`config.mk`:
```
export PLATFORM = sky130hd
export DESIGN_NAME = life_cell_stencil_update_core
export DESIGN_NICKNAME = d
export VERILOG_FILES = /design/src/sv/lcsu_pkg.sv /design/src/sv/lcsu_judge.sv /design/src/sv/lcsu_outq.sv /design/src/sv/life_cell_stencil_update_core.sv
export SDC_FILE = /design/constraint.sdc
export NUM_CORES = 1
export LEC_CHECK = 0
export BUFFER_PORTS_ARGS = -buffer_cell sky130_fd_sc_hd__buf_2
export CORE_MARGIN = 2
export CORE_UTILIZATION = 62
export DETAILED_ROUTE_END_ITERATION = 10
export PLACE_DENSITY = 0.81
export SETUP_SLACK_MARGIN = 0.05
export SLEW_MARGIN = 20
export SYNTH_ARGS = -nofsm -noshare
export SYNTH_HDL_FRONTEND = slang
export SYNTH_HIERARCHICAL = 1
export SYNTH_SLANG_ARGS = --single-unit
export TNS_END_PERCENT = 1
```
`constraint.sdc`:
```
create_clock -name i_clk -period 5.9 [get_ports i_clk]
set_clock_uncertainty 0.1 [all_clocks]
set_input_delay 0.59 -clock i_clk [delete_from_list [all_inputs] [get_ports i_clk]]
set_output_delay 0.59 -clock i_clk [all_outputs]
set_load 0.1 [all_outputs]
```
`src/sv/lcsu_pkg.sv`:
```
// shared types and constants for the life cell stencil update block
// no dependencies; used by lcsu_judge, lcsu_outq and the top level
package lcsu_pkg;

    // configuration port
    localparam int CFG_INDEX_W = 4;
    localparam int CFG_DATA_W  = 11;
    localparam logic [CFG_INDEX_W-1:0] REG_GRID_ROWS = 4'd0;
    localparam logic [CFG_INDEX_W-1:0] REG_GRID_COLS = 4'd1;

    // register widths and reset values
    localparam int GRID_ROWS_W = 11;
    localparam int GRID_COLS_W = 6;
    localparam logic [GRID_ROWS_W-1:0] GRID_ROWS_RESET = 11'd32;
    localparam logic [GRID_COLS_W-1:0] GRID_COLS_RESET = 6'd32;

    // stream widths
    localparam int S_TDATA_W = 8;
    localparam int M_TDATA_W = 8;

    // rule B3/S23
    localparam int COUNT_W = 4;
    localparam logic [COUNT_W-1:0] BIRTH_COUNT = 4'd3;
    localparam logic [COUNT_W-1:0] KEEP_COUNT  = 4'd2;

    // one column of the window: [2] row above, [1] centre row, [0] row below
    typedef logic [2:0] t_column;
    // window: [0] left column, [1] centre column, [2] right column
    typedef t_column [2:0] t_window;

    typedef struct packed {
        logic               frame_last;
        logic [COUNT_W-1:0] neighbour_count;
        logic               next_alive;
    } t_result;

    typedef struct packed {
        logic    valid;
        t_result res;
    } t_push;

    typedef enum logic {
        ST_RUN,
        ST_FLUSH
    } t_state;

endpackage

```
`src/sv/lcsu_judge.sv`:
```
// neighbour count and next-state rule for the centre cell of a 3x3 window
// depends on lcsu_pkg
module lcsu_judge (
    input  lcsu_pkg::t_window i_window,
    input  logic              i_frame_last,
    output lcsu_pkg::t_result o_result
);
    import lcsu_pkg::*;

    logic [COUNT_W-1:0] count;

    // add up the eight neighbours
    always_comb begin
        count = '0;
        for (int x = 0; x < 3; x++) begin
            for (int y = 0; y < 3; y++) begin
                if (!(x == 1 && y == 1)) begin
                    count = count + COUNT_W'(i_window[x][y]);
                end
            end
        end
    end

    // birth or survival on three, hold on two, otherwise dead
    always_comb begin
        o_result.neighbour_count = count;
        o_result.frame_last      = i_frame_last;
        if (count == BIRTH_COUNT) begin
            o_result.next_alive = 1'b1;
        end else if (count == KEEP_COUNT) begin
            o_result.next_alive = i_window[1][1];
        end else begin
            o_result.next_alive = 1'b0;
        end
    end

endmodule

```
`src/sv/lcsu_outq.sv`:
```
// two-entry result queue feeding the master stream side
// takes up to two results a cycle in order; depends on lcsu_pkg
module lcsu_outq (
    input  logic              i_clk,
    input  logic              i_rst_n,
    input  lcsu_pkg::t_push   i_push0,
    input  lcsu_pkg::t_push   i_push1,
    input  logic              i_tready,
    output logic              o_tvalid,
    output lcsu_pkg::t_result o_head,
    output logic [1:0]        o_free
);
    import lcsu_pkg::*;

    logic [1:0] r_count;
    logic [1:0] n_count;
    t_result    r_slot0;
    t_result    r_slot1;
    t_result    n_slot0;
    t_result    n_slot1;
    t_result    head_after;
    logic       pop;
    logic [1:0] cnt_after;

    assign o_tvalid = (r_count != 2'd0);
    assign o_head   = r_slot0;
    assign pop      = o_tvalid && i_tready;
    assign o_free   = 2'd2 - r_count + {1'b0, pop};

    // drop the head on pop, then append the new items behind what is left
    always_comb begin
        cnt_after  = r_count - {1'b0, pop};
        head_after = pop ? r_slot1 : r_slot0;
        n_slot0    = head_after;
        n_slot1    = r_slot1;
        unique case (cnt_after)
            2'd0: begin
                n_slot0 = i_push0.res;
                n_slot1 = i_push1.res;
            end
            2'd1: begin
                n_slot1 = i_push0.res;
            end
            default: begin
                n_slot1 = r_slot1;
            end
        endcase
        n_count = cnt_after + {1'b0, i_push0.valid} + {1'b0, i_push1.valid};
    end

    always_ff @(posedge i_clk) begin
        if (!i_rst_n) begin
            r_count <= 2'd0;
        end else begin
            r_count <= n_count;
        end
    end

    always_ff @(posedge i_clk) begin
        r_slot0 <= n_slot0;
        r_slot1 <= n_slot1;
    end

endmodule

```
`src/sv/life_cell_stencil_update_core.sv`:
```
// Game of Life (B3/S23) over a raster cell stream; throughput one cell per clock while the result
// queue has space, but the last cell of a frame stalls the input while the last row flushes.
// Latency: the result for cell (r, c) is queued at the edge taking cell (r+1, c+1), or the
// last cell of row r+1, and shows on the output at best the cycle after; last-row results
// are queued during the flush; the last of a full-width frame of 2+ rows waits for the next cell.
// Reset (synchronous, active low): positions zero, result queue empty, grid 32 x 32.
module life_cell_stencil_update_core #(
    parameter int MAX_COLS = 32,
    parameter int MAX_ROWS = 1024
) (
    input  logic                                i_clk,
    input  logic                                i_rst_n,
    // config write port
    input  logic                                i_cfg_we,
    input  logic [lcsu_pkg::CFG_INDEX_W-1:0]    i_cfg_index,
    input  logic [lcsu_pkg::CFG_DATA_W-1:0]     i_cfg_data,
    // cell input stream
    input  logic                                i_s_tvalid,
    output logic                                o_s_tready,
    input  logic [lcsu_pkg::S_TDATA_W-1:0]      i_s_tdata,   // [0] cell_alive
    // result stream
    output logic                                o_m_tvalid,
    input  logic                                i_m_tready,
    output logic [lcsu_pkg::M_TDATA_W-1:0]      o_m_tdata,   // [0] next_alive, [4:1] count
    output logic                                o_m_tlast    // frame_last
);
    import lcsu_pkg::*;

    localparam int COL_W = $clog2(MAX_COLS);
    localparam int ROW_W = ($clog2(MAX_ROWS) < GRID_ROWS_W) ? $clog2(MAX_ROWS) : GRID_ROWS_W;
    localparam int PAD_W = M_TDATA_W - COUNT_W - 1;

    // config registers
    logic [GRID_ROWS_W-1:0] r_grid_rows;
    logic [GRID_COLS_W-1:0] r_grid_cols;
    logic                   cfg_restart;

    // control state
    t_state           r_state;
    t_state           n_state;
    logic [COL_W-1:0] r_col;
    logic [COL_W-1:0] n_col;
    logic [ROW_W-1:0] r_row;
    logic [ROW_W-1:0] n_row;
    logic             r_held_valid;
    t_result          r_held;

    // line stores and window history
    logic [MAX_COLS-1:0] r_upper;
    logic [MAX_COLS-1:0] r_middle;
    t_column             r_win_l;
    t_column             r_win_m;

    logic [COL_W-1:0] last_col;
    logic [ROW_W-1:0] last_row;
    logic             is_run;
    logic             in_bit;
    logic             up_rd;
    logic             mid_rd;
    t_column          col_now;
    logic             judging;
    logic             at_first;
    logic             at_last;
    logic             a_valid;
    logic             b_valid;
    logic             hold_last;
    logic             divert_b;
    logic [1:0]       need;
    logic [1:0]       free;
    logic             step_ok;
    logic             step;
    t_window          win_a;
    t_window          win_b;
    t_result          res_a;
    t_result          res_b;
    t_push            c_held;
    t_push            c_a;
    t_push            c_b;
    t_push            push0;
    t_push            push1;
    t_result          head;

    // effective grid size, clamped to 1..MAX
    always_comb begin
        if (r_grid_cols == '0) begin
            last_col = '0;
        end else if (int'(r_grid_cols) > MAX_COLS) begin
            last_col = COL_W'(MAX_COLS - 1);
        end else begin
            last_col = COL_W'(r_grid_cols - 1'b1);
        end
        if (r_grid_rows == '0) begin
            last_row = '0;
        end else if (int'(r_grid_rows) > MAX_ROWS) begin
            last_row = ROW_W'(MAX_ROWS - 1);
        end else begin
            last_row = ROW_W'(r_grid_rows - 1'b1);
        end
    end

    assign cfg_restart = i_cfg_we &&
                         (i_cfg_index == REG_GRID_ROWS || i_cfg_index == REG_GRID_COLS);

    // new window column; row zero sees dead rows above, the flush sees a dead row below
    assign is_run = (r_state == ST_RUN);
    assign in_bit = i_s_tdata[0];
    assign up_rd  = r_upper[r_col];
    assign mid_rd = r_middle[r_col];

    always_comb begin
        if (!is_run) begin
            col_now = {up_rd, mid_rd, 1'b0};
        end else if (r_row == '0) begin
            col_now = {2'b00, in_bit};
        end else begin
            col_now = {up_rd, mid_rd, in_bit};
        end
    end

    // which results this column produces
    assign judging   = !is_run || (r_row != '0);
    assign at_first  = (r_col == '0);
    assign at_last   = (r_col == last_col);
    assign a_valid   = judging && !at_first;
    assign b_valid   = judging && at_last;
    // a full-width frame ends with one result more than a step can give; it waits
    assign hold_last = (last_col == COL_W'(MAX_COLS - 1)) && (last_row != '0);
    assign divert_b  = !is_run && b_valid && hold_last;

    // outputs of the sequencer: space check, ready and step
    always_comb begin
        need       = {1'b0, is_run && r_held_valid} + {1'b0, a_valid} + {1'b0, b_valid};
        step_ok    = (need <= free);
        o_s_tready = is_run && step_ok;
        step       = is_run ? (i_s_tvalid && o_s_tready) : step_ok;
    end

    // windows for the previous column and, at row end, the last column
    always_comb begin
        win_a[0] = (r_col == COL_W'(1)) ? 3'b000 : r_win_l;
        win_a[1] = r_win_m;
        win_a[2] = col_now;
        win_b[0] = at_first ? 3'b000 : r_win_m;
        win_b[1] = col_now;
        win_b[2] = 3'b000;
    end

    lcsu_judge u_judge_a (
        .i_window     (win_a),
        .i_frame_last (1'b0),
        .o_result     (res_a)
    );

    lcsu_judge u_judge_b (
        .i_window     (win_b),
        .i_frame_last (!is_run),
        .o_result     (res_b)
    );

    // push list in order: held result, previous column, last column
    always_comb begin
        c_held.valid = step && is_run && r_held_valid;
        c_held.res   = r_held;
        c_a.valid    = step && a_valid;
        c_a.res      = res_a;
        c_b.valid    = step && b_valid && !divert_b;
        c_b.res      = res_b;
        if (c_held.valid) begin
            push0 = c_held;
            push1 = c_a.valid ? c_a : c_b;
        end else if (c_a.valid) begin
            push0 = c_a;
            push1 = c_b;
        end else begin
            push0 = c_b;
            push1 = '0;
        end
    end

    lcsu_outq u_outq (
        .i_clk    (i_clk),
        .i_rst_n  (i_rst_n),
        .i_push0  (push0),
        .i_push1  (push1),
        .i_tready (i_m_tready),
        .o_tvalid (o_m_tvalid),
        .o_head   (head),
        .o_free   (free)
    );

    assign o_m_tdata = {{PAD_W{1'b0}}, head.neighbour_count, head.next_alive};
    assign o_m_tlast = head.frame_last;

    // next position and state
    always_comb begin
        n_state = r_state;
        n_col   = r_col;
        n_row   = r_row;
        if (cfg_restart) begin
            n_state = ST_RUN;
            n_col   = '0;
            n_row   = '0;
        end else if (step) begin
            if (at_last) begin
                n_col = '0;
                unique case (r_state)
                    ST_RUN: begin
                        if (r_row == last_row) begin
                            n_row   = '0;
                            n_state = ST_FLUSH;
                        end else begin
                            n_row = r_row + 1'b1;
                        end
                    end
                    ST_FLUSH: begin
                        n_state = ST_RUN;
                    end
                endcase
            end else begin
                n_col = r_col + 1'b1;
            end
        end
    end

    // control registers
    always_ff @(posedge i_clk) begin
        if (!i_rst_n) begin
            r_grid_rows  <= GRID_ROWS_RESET;
            r_grid_cols  <= GRID_COLS_RESET;
            r_state      <= ST_RUN;
            r_col        <= '0;
            r_row        <= '0;
            r_held_valid <= 1'b0;
        end else begin
            if (i_cfg_we && i_cfg_index == REG_GRID_ROWS) begin
                r_grid_rows <= i_cfg_data[GRID_ROWS_W-1:0];
            end
            if (i_cfg_we && i_cfg_index == REG_GRID_COLS) begin
                r_grid_cols <= i_cfg_data[GRID_COLS_W-1:0];
            end
            r_state <= n_state;
            r_col   <= n_col;
            r_row   <= n_row;
            if (cfg_restart) begin
                r_held_valid <= 1'b0;
            end else if (step && divert_b) begin
                r_held_valid <= 1'b1;
            end else if (step && is_run) begin
                r_held_valid <= 1'b0;
            end
        end
    end

    // line stores shift down one row in place, window shifts one column
    always_ff @(posedge i_clk) begin
        if (step) begin
            if (is_run) begin
                r_upper[r_col]  <= (r_row == '0) ? 1'b0 : mid_rd;
                r_middle[r_col] <= in_bit;
            end
            r_win_l <= r_win_m;
            r_win_m <= col_now;
        end
        if (step && divert_b) begin
            r_held <= res_b;
        end
    end

    // a held result only waits for the first cell of the next frame
    assert property (@(posedge i_clk) disable iff (!i_rst_n)
        r_held_valid |-> (is_run && r_col == '0 && r_row == '0))
        else $error("held result outside frame start");

    // no cell is taken while the last row is flushed
    assert property (@(posedge i_clk) disable iff (!i_rst_n)
        !is_run |-> !o_s_tready)
        else $error("input ready during flush");

    // positions stay inside the grid
    assert property (@(posedge i_clk) disable iff (!i_rst_n)
        (r_col <= last_col) && (r_row <= last_row))
        else $error("position beyond grid");

    // taking the last cell of a frame starts the flush at column zero
    assert property (@(posedge i_clk) disable iff (!i_rst_n)
        (is_run && r_col == last_col && r_row == last_row && i_s_tvalid && o_s_tready
         && !cfg_restart) |=> (r_state == ST_FLUSH && r_col == '0))
        else $error("flush did not follow frame end");

endmodule
```
==> results of run 1 <==
registers in the layout, summed over array words and instances, names as in the netlist:
register	count
u_outq/r_slot1	6
r_held_valid	1
r_grid_rows	11
r_grid_cols	6
r_col	5
r_row	10
r_state	1
r_middle	32
r_upper	32
r_win_m	3
c_held	6
u_outq/r_count	2
r_win_l	3
u_outq/o_head	6
routing by layer:
layer | vias to the layer above | routed length (um) | part of all wire | global-route usage
met5 | - | 0 | 0 | 0
met4 | 0 | 289 | 0.019 | 0.0967
met3 | 32 | 985 | 0.066 | 0.0651
met2 | 187 | 7270 | 0.49 | 0.414
met1 | 2438 | 6380 | 0.43 | 0.330
li1 | 2385 | - | - | -
worst paths after layout:
kind	from	endpoint	slack (ns)	cells after the start
setup / recovery	r_grid_cols[0]	o_s_tready	0.53	15
hold / removal	i_cfg_data[5]	r_grid_cols[5]	0.32	3
setup reg to reg	r_grid_cols[0]	u_outq/r_count[1]	0.60	21
hold reg to reg	r_win_m[1]	r_win_l[1]	0.40	0
cell type report:
cell class / instances / area [um2]
Inverter: 47 / 176
Clock buffer: 17 / 425
Tap cell: 143 / 179
Sequential cell: 124 / 3360
Timing Repair Buffer: 35 / 205
Multi-Input combinational cell: 444 / 3400
Clock inverter: 15 / 113
Fill cell: 804 / 3410
report_power, final:
group	total, mW	switching [mW]	internal, mW
clock	0.950	0.408	0.542
combinational	0.898	0.581	0.317
sequential	1.05	0.0271	1.02
cell usage after synthesis, types with 16 or more instances:
master	instances	area, um2
a21oi_1	19	95.1
clkbuf_1	23	86.3
dfxtp_1	36	721
edfxtp_1	88	2640
ha_1	20	250
inv_1	46	173
mux2i_1	27	270
mux4_2	16	360
nand2_1	32	120
nor2_1	83	312
nor2b_1	22	138
o21ai_0	19	95.1
worst max-delay path: cells and delay by family, from the launching register on:
kind | cells | cell delay [ns]
buffers and inverters | 3 | 0.64
and+or+nand+nor | 5 | 0.91
muxes | 1 | 0.20
AOI/OAI and AO/OA | 3 | 1.13
adders and majority gates | 3 | 0.83
DFF | 1 | 0.53
cell families after synthesis:
family	after synthesis	share of synthesized area
mux	56	0.113
xor+xnor	28	0.0356
buf+inv	85	0.0515
simple gates	224	0.164
flops	124	0.474
fa+ha+maj	30	0.0621
compound gates	99	0.100
other cells	1	0.000528
per-stage QoR:
| step | setup WS [ns] | instance area (um2) | power [mW] | hold slack, ns | utilization |
|---|---|---|---|---|---|
| after floorplan | 0.586 | 7120 | 1.79 | 0.335 | - |
| final | 0.534 | 7870 | 2.90 | 0.315 | 0.698 |
| after global routing | 0.165 | 7870 | 3.04 | 0.320 | 0.698 |
| after global placement | 0.680 | 7310 | 1.92 | 0.382 | 0.649 |
| after CTS | 0.410 | 7850 | 2.91 | 0.306 | 0.697 |
| after detailed placement | 0.457 | 7310 | 1.96 | 0.391 | 0.649 |
repair_timing:
item | in CTS | in global routing
hold buffers | 0 | 0
gates resized for setup | 0 | 1
endpoints found under the setup margin | 0 | 1
==> run summary, run 1 <==
SYNTH
----------------------------------------------------------------------------------------
Register bit count reported by yosys                                                 124
Part of the Yosys area used for sequential elements                                0.474
Count of flip-flops with a built-in enable after synthesis                            88
Dominant synthesized flop cell                                                  edfxtp_1
Cell variety after synth                                                              76
Share of synthesized registers carrying an async set or reset                          0
Warnings from Yosys                                                                    6
Post-Syn Instances                                                                   647
Cell area after synthesis                                                    0.00710 mm2
Mean post-synth cell area                                                       11.0 um2

WORST SETUP PATH
----------------------------------------------------------------------------------------
Type of element launching the critical path                                         flop
CP required                                                                      5.21 ns
Critical path's largest stage delay                                              0.53 ns
Category of the critical setup timing path                                    reg -> out
Worst EP arrival                                                                 4.68 ns
Maximum fanout along the worst path                                                   10
Worst path slowest cell                                                          dfxtp_1
Cell Chain, Critical Path                                                   inv_1, ha_1, nor3b_1, mux2i_1, a211o_1, a2111oi_2, nand3_1, nor2_1, fa_1, inv_1, ha_1, nor2b_1, o21ai_0, and2_1, buf_2
Sort of element at the end of the critical path                             primary output

JOB
----------------------------------------------------------------------------------------
Maximum capacitance violations                                                         0

STA
----------------------------------------------------------------------------------------
Final count of negative-setup-slack endpoints                                          0
Share of the clock period used by the worst path after layout                      0.910
Setup repair after global routing missed its margin                                   no
Number of pins with negative max-slew slack in the final report                        0
Time the worst path needs with I/O delays and setup                              5.37 ns
FMAX                                                                             186 MHz
Max-slew headroom at the worst pin                                                 0.503
Hold violation count in the final report                                               0
Slew @ Worst Pin                                                                0.727 ns
Sum of negative setup slack                                                         0 ns

CLOCK TREE
----------------------------------------------------------------------------------------
# Post-CTS Setup Buffers                                                               0
Clock root cell                                                                clkbuf_16
Insertion delay to the later sink of the worst-skew pair                         0.42 ns
CTS max path bufs                                                                      2
Clock buffer count from CTS                                                           17
Number of clock sinks                                                                124
H-tree levels                                                                          4
Clock tree from TritonCTS                                                           done
Clock transition at the registers of the reported paths                          0.06 ns

MIN PATH
----------------------------------------------------------------------------------------
Worst min-delay path class                                                     in -> reg

DRT
----------------------------------------------------------------------------------------
Number of antenna-violating nets in the routed design                                  0
Starting DRC count in detailed routing                                               355
Total Routed Length                                                             14900 um
Number of remaining DRC errors                                                         0
Total via count in the routed design                                                5042
Via density per instance                                                            6.11
Detail-routed net length per standard cell                                       18.1 um
Drt first pass iters                                                                   5

GLOBAL ROUTE
----------------------------------------------------------------------------------------
Maximum number of pins on one net before global-route repair                          34
Global-route wire length before repair                                          24500 um
Number of antenna violations at the first check in global routing                      0
Gr usage total                                                                     0.254
Number of global-route vias before repair                                           4936
Total grt overflow                                                                     0

LAYOUT
----------------------------------------------------------------------------------------
Number of nets at the end of the flow                                                726
Commonest cells after routing, fill and taps aside                          88 x edfxtp_1, 82 x nor2_1, 46 x inv_1
Area growth, synth to finish                                                       10.8%
Antenna diodes                                                                         0
Fraction of layout instances using a drive strength above 1                        0.177
Most frequent standard cell in the layout excluding fill and tap cells          edfxtp_1
Non-filler instance count after layout                                               825

FLOORPLANNING
----------------------------------------------------------------------------------------
Area of the die                                                               0.0123 mm2
Horizontal die dimension                                                          111 um
Initial standard-cell utilization of the core                                      0.630
Placement Rows                                                                        39
Core region area                                                              0.0113 mm2
Die height                                                                        111 um
Num ports                                                                             39

PLACEMENT
----------------------------------------------------------------------------------------
Final weighted congestion in routability-driven placement                          0.883
I/O Buffers                                                                           28
Total half-perimeter wirelength after legalization and detailed placement       10400 um
Post-Place Cells                                                                     793

POWER
----------------------------------------------------------------------------------------
Leakage power figure                                                             2.98 nW
Power per cell area                                                           368 mW/mm2
Maximum VDD drop                                                                0.352 mV

RUN STATUS
----------------------------------------------------------------------------------------
Result of the run                                                           finished clean

No activity file was read; power rests on OpenSTA's default activity.
==> run 2, diff against run 1 <==
- ABC_AREA: not set -> 1
==> run 2 against run 1 <==
  * Die area is 1.7% lower
  * Non-clock buffer count is 1 lower
  * Combinational power is 9.6% higher
  * Worst setup slack better by 0.50 ns
  * Largest power group unchanged
  * Core utilization is 1.8 points higher
  * Flip-flop and latch count stayed put
  * First-iteration DRC count is 47% higher
  * Power is 6.4% higher
  * Clock-buffer cell count is 8 higher
  * Sequential power hardly changed
==> run summary, run 2 <==
RUN STATUS
----------------------------------------------------------------------------------------
Result of the run                                                           finished clean

FLOORPLANNING
----------------------------------------------------------------------------------------
Initial standard-cell utilization of the core                                      0.640
Core region area                                                              0.0109 mm2
Die height                                                                        110 um
Placement Rows                                                                        38
Num ports                                                                             39
Area of the die                                                               0.0121 mm2
Horizontal die dimension                                                          110 um

DRT
----------------------------------------------------------------------------------------
Starting DRC count in detailed routing                                               523
Via density per instance                                                            5.58
Number of remaining DRC errors                                                         0
Total via count in the routed design                                                5790
Total Routed Length                                                             15400 um
Drt first pass iters                                                                   5
Number of antenna-violating nets in the routed design                                  0
Detail-routed net length per standard cell                                       14.9 um

WORST SETUP PATH
----------------------------------------------------------------------------------------
CP required                                                                      6.09 ns
Critical path's largest stage delay                                              0.63 ns
Cell Chain, Critical Path                                                   clkinv_1, buf_4, o21ai_0, o22ai_1, nand2_1, nand4_1, nor2_1, nor2_1, fa_1, inv_1, fa_1, inv_1, ha_1, fa_1, inv_1, nor2_4, nand2_1, nor2_2, o21ai_0, o21ai_0, nand3_1, nand2_1
Worst path slowest cell                                                          dfxtp_1
Worst EP arrival                                                                 5.05 ns
Maximum fanout along the worst path                                                   20
Category of the critical setup timing path                                    reg -> reg
Buffers & Inverters on Critical Path                                                   5
Cell family contributing the most delay on the critical path                 adder cells
Type of element launching the critical path                                         flop
Sort of element at the end of the critical path                                     flop

LAYOUT
----------------------------------------------------------------------------------------
Number of nets at the end of the flow                                                941
Most frequent standard cell in the layout excluding fill and tap cells           nand2_1
Commonest cells after routing, fill and taps aside                          199 x nand2_1, 129 x nor2_1, 108 x inv_1
Fraction of layout instances using a drive strength above 1                        0.105
Total area of multi-input combinational cells                                0.00306 mm2
Flip-flop and latch area                                                     0.00336 mm2
Antenna diodes                                                                         0
Count of filler cells inserted in the layout                                         816
Leading registers by flop count                                             r_middle x32, r_upper x32, r_grid_rows x11
Area growth, synth to finish                                                       11.8%

GLOBAL ROUTE
----------------------------------------------------------------------------------------
Total grt overflow                                                                     0
Maximum number of pins on one net before global-route repair                          34
Number of global-route vias before repair                                           5743
Number of antenna violations at the first check in global routing                      0
Global-route wire length before repair                                          25500 um
Gr usage total                                                                     0.278

CLOCK TREE
----------------------------------------------------------------------------------------
Clock buffer count from CTS                                                           17
Count of hold-fix buffers inserted at cts                                              0
Number of clock sinks                                                                124
Clock tree from TritonCTS                                                           done
Insertion delay to the later sink of the worst-skew pair                         0.54 ns
Clock root cell                                                                 clkbuf_8
Clock transition at the registers of the reported paths                          0.06 ns
Post-CTS sizing                                                                        0
# Post-CTS Setup Buffers                                                               0
CTS max path bufs                                                                      2
H-tree levels                                                                          4

SYNTH
----------------------------------------------------------------------------------------
Share of synthesized registers carrying an async set or reset                          0
Cells taking the most area after synthesis                                  edfxtp_1 38%, nand2_1 11%, dfxtp_1 10%
Cell variety after synth                                                              38
Most used standard cells in the synthesized netlist                         199 x nand2_1, 129 x nor2_1, 108 x inv_1
Cell area after synthesis                                                    0.00697 mm2
Post-Syn Instances                                                                   850
Warnings from Yosys                                                                    6
Dominant synthesized flop cell                                                  edfxtp_1
Cell accounting for the most synthesized area                                   edfxtp_1
Part of the Yosys area used for sequential elements                                0.483
Register bit count reported by yosys                                                 124
Mean post-synth cell area                                                       8.20 um2
Cell with the most instances after synthesis                                     nand2_1
Top cell type's share of synthesized area                                          0.379
Count of flip-flops with a built-in enable after synthesis                            88

STA
----------------------------------------------------------------------------------------
Hold violation count in the final report                                               0
Slew @ Worst Pin                                                                0.739 ns
Tightest hold margin                                                            0.212 ns
Sum of negative setup slack                                                         0 ns
Setup repair after global routing missed its margin                                   no
Time the worst path needs with I/O delays and setup                              4.86 ns
Share of the clock period used by the worst path after layout                      0.824
Final count of negative-setup-slack endpoints                                          0
Max-slew headroom at the worst pin                                                 0.506
Number of pins with negative max-slew slack in the final report                        0
FMAX                                                                             206 MHz

POWER
----------------------------------------------------------------------------------------
Switching component of the power                                                 1.10 mW
Proportion of power drawn by the clock network                                     0.338
Switching power share of the total                                                 0.357
Leakage power figure                                                             3.44 nW
Internal power of the cells                                                      1.98 mW
Maximum VDD drop                                                                0.401 mV
Part of the power in registers                                                     0.342
Power per cell area                                                           395 mW/mm2
Logic pwr share                                                                    0.319

PLACEMENT
----------------------------------------------------------------------------------------
Final weighted congestion in routability-driven placement                          0.923
Total half-perimeter wirelength after legalization and detailed placement       10600 um
I/O Buffers                                                                           28

MIN PATH
----------------------------------------------------------------------------------------
Worst min-delay path class                                                     in -> reg

JOB
----------------------------------------------------------------------------------------
Maximum capacitance violations                                                         0

run 2: cell types whose count changed in the layout (fill, tap and decap cells not counted), sizes merged, moves of 16 or more:
| cell | change |
|---|---|
| o22ai | +16 |
| inv | +58 |
| nor2 | +55 |
| nand2 | +183 |
| nor2b | -22 |
| mux4 | -16 |
| nand3 | +39 |
| o21ai | +46 |
| mux2i | -27 |
run 2: metal layers:
metal,global-route usage,share of wire,vias up
met5,0,0,-
met4,0.112,0.022,0
met3,0.0752,0.060,39
met2,0.497,0.51,193
met1,0.312,0.41,2702
li1,-,-,2856
run 2: area by class of cell:
class / count / area share
clock inverter: 7 / 0.0178
timing repair buffer: 34 / 0.0238
sequential: 124 / 0.432
clock buffer: 25 / 0.0570
multi-input combinational: 594 / 0.393
tap: 140 / 0.0225
inverter: 113 / 0.0544
run 2: stage by stage:
stage | util | power (mW) | instances | area, um2 | worst slack [ns]
after floorplan | - | 1.84 | 856 | 6990 | 1.79
after global placement | 0.662 | 1.99 | 1005 | 7210 | 1.33
after detailed placement | 0.662 | 2.03 | 1005 | 7210 | 1.11
after CTS | 0.716 | 3.08 | 1037 | 7790 | 1.07
after global routing | 0.716 | 3.26 | 1037 | 7790 | 0.643
final | 0.716 | 3.08 | 1037 | 7790 | 1.04
run 2: cell families after synthesis:
kind of cell,Yosys count,share of synthesized area
AO/OA/AOI/OAI,115,0.0898
XOR/XNOR,11,0.0138
adder cells (fa/ha/maj),29,0.0618
buffers and inverters,138,0.0813
flip-flops,124,0.483
other,1,0.000538
AND/OR/NAND/NOR,432,0.270
run 2: final timing paths:
check	startpoint	end	slack, ns	cells past startpoint
worst max-delay path	r_col[0]	u_outq/o_head[0]	1.04	22
worst min-delay path	i_cfg_data[5]	r_grid_rows[5]	0.21	3
worst max register to register	r_col[0]	u_outq/o_head[0]	1.04	22
worst min register to register	r_held_valid	r_held_valid	0.37	2
run 2: power by group through the flow:
stage | combinational, mW | sequential (mW) | clock [mW]
6_report | 0.984 | 1.05 | 1.04
5_1_grt | 1.10 | 1.06 | 1.10
4_1_cts | 0.975 | 1.05 | 1.06
3_5_place_dp | 0.963 | 1.07 | 0
3_3_place_gp | 0.922 | 1.07 | 0
2_1_floorplan | 0.657 | 1.18 | 0
run 2: tightest hold or removal path: cells and delay by family:
| family | cells | cell delay [ns] |
|---|---|---|
| buf+inv | 1 | 0.10 |
| compound gates | 1 | 0.07 |
| simple gates | 1 | 0.06 |
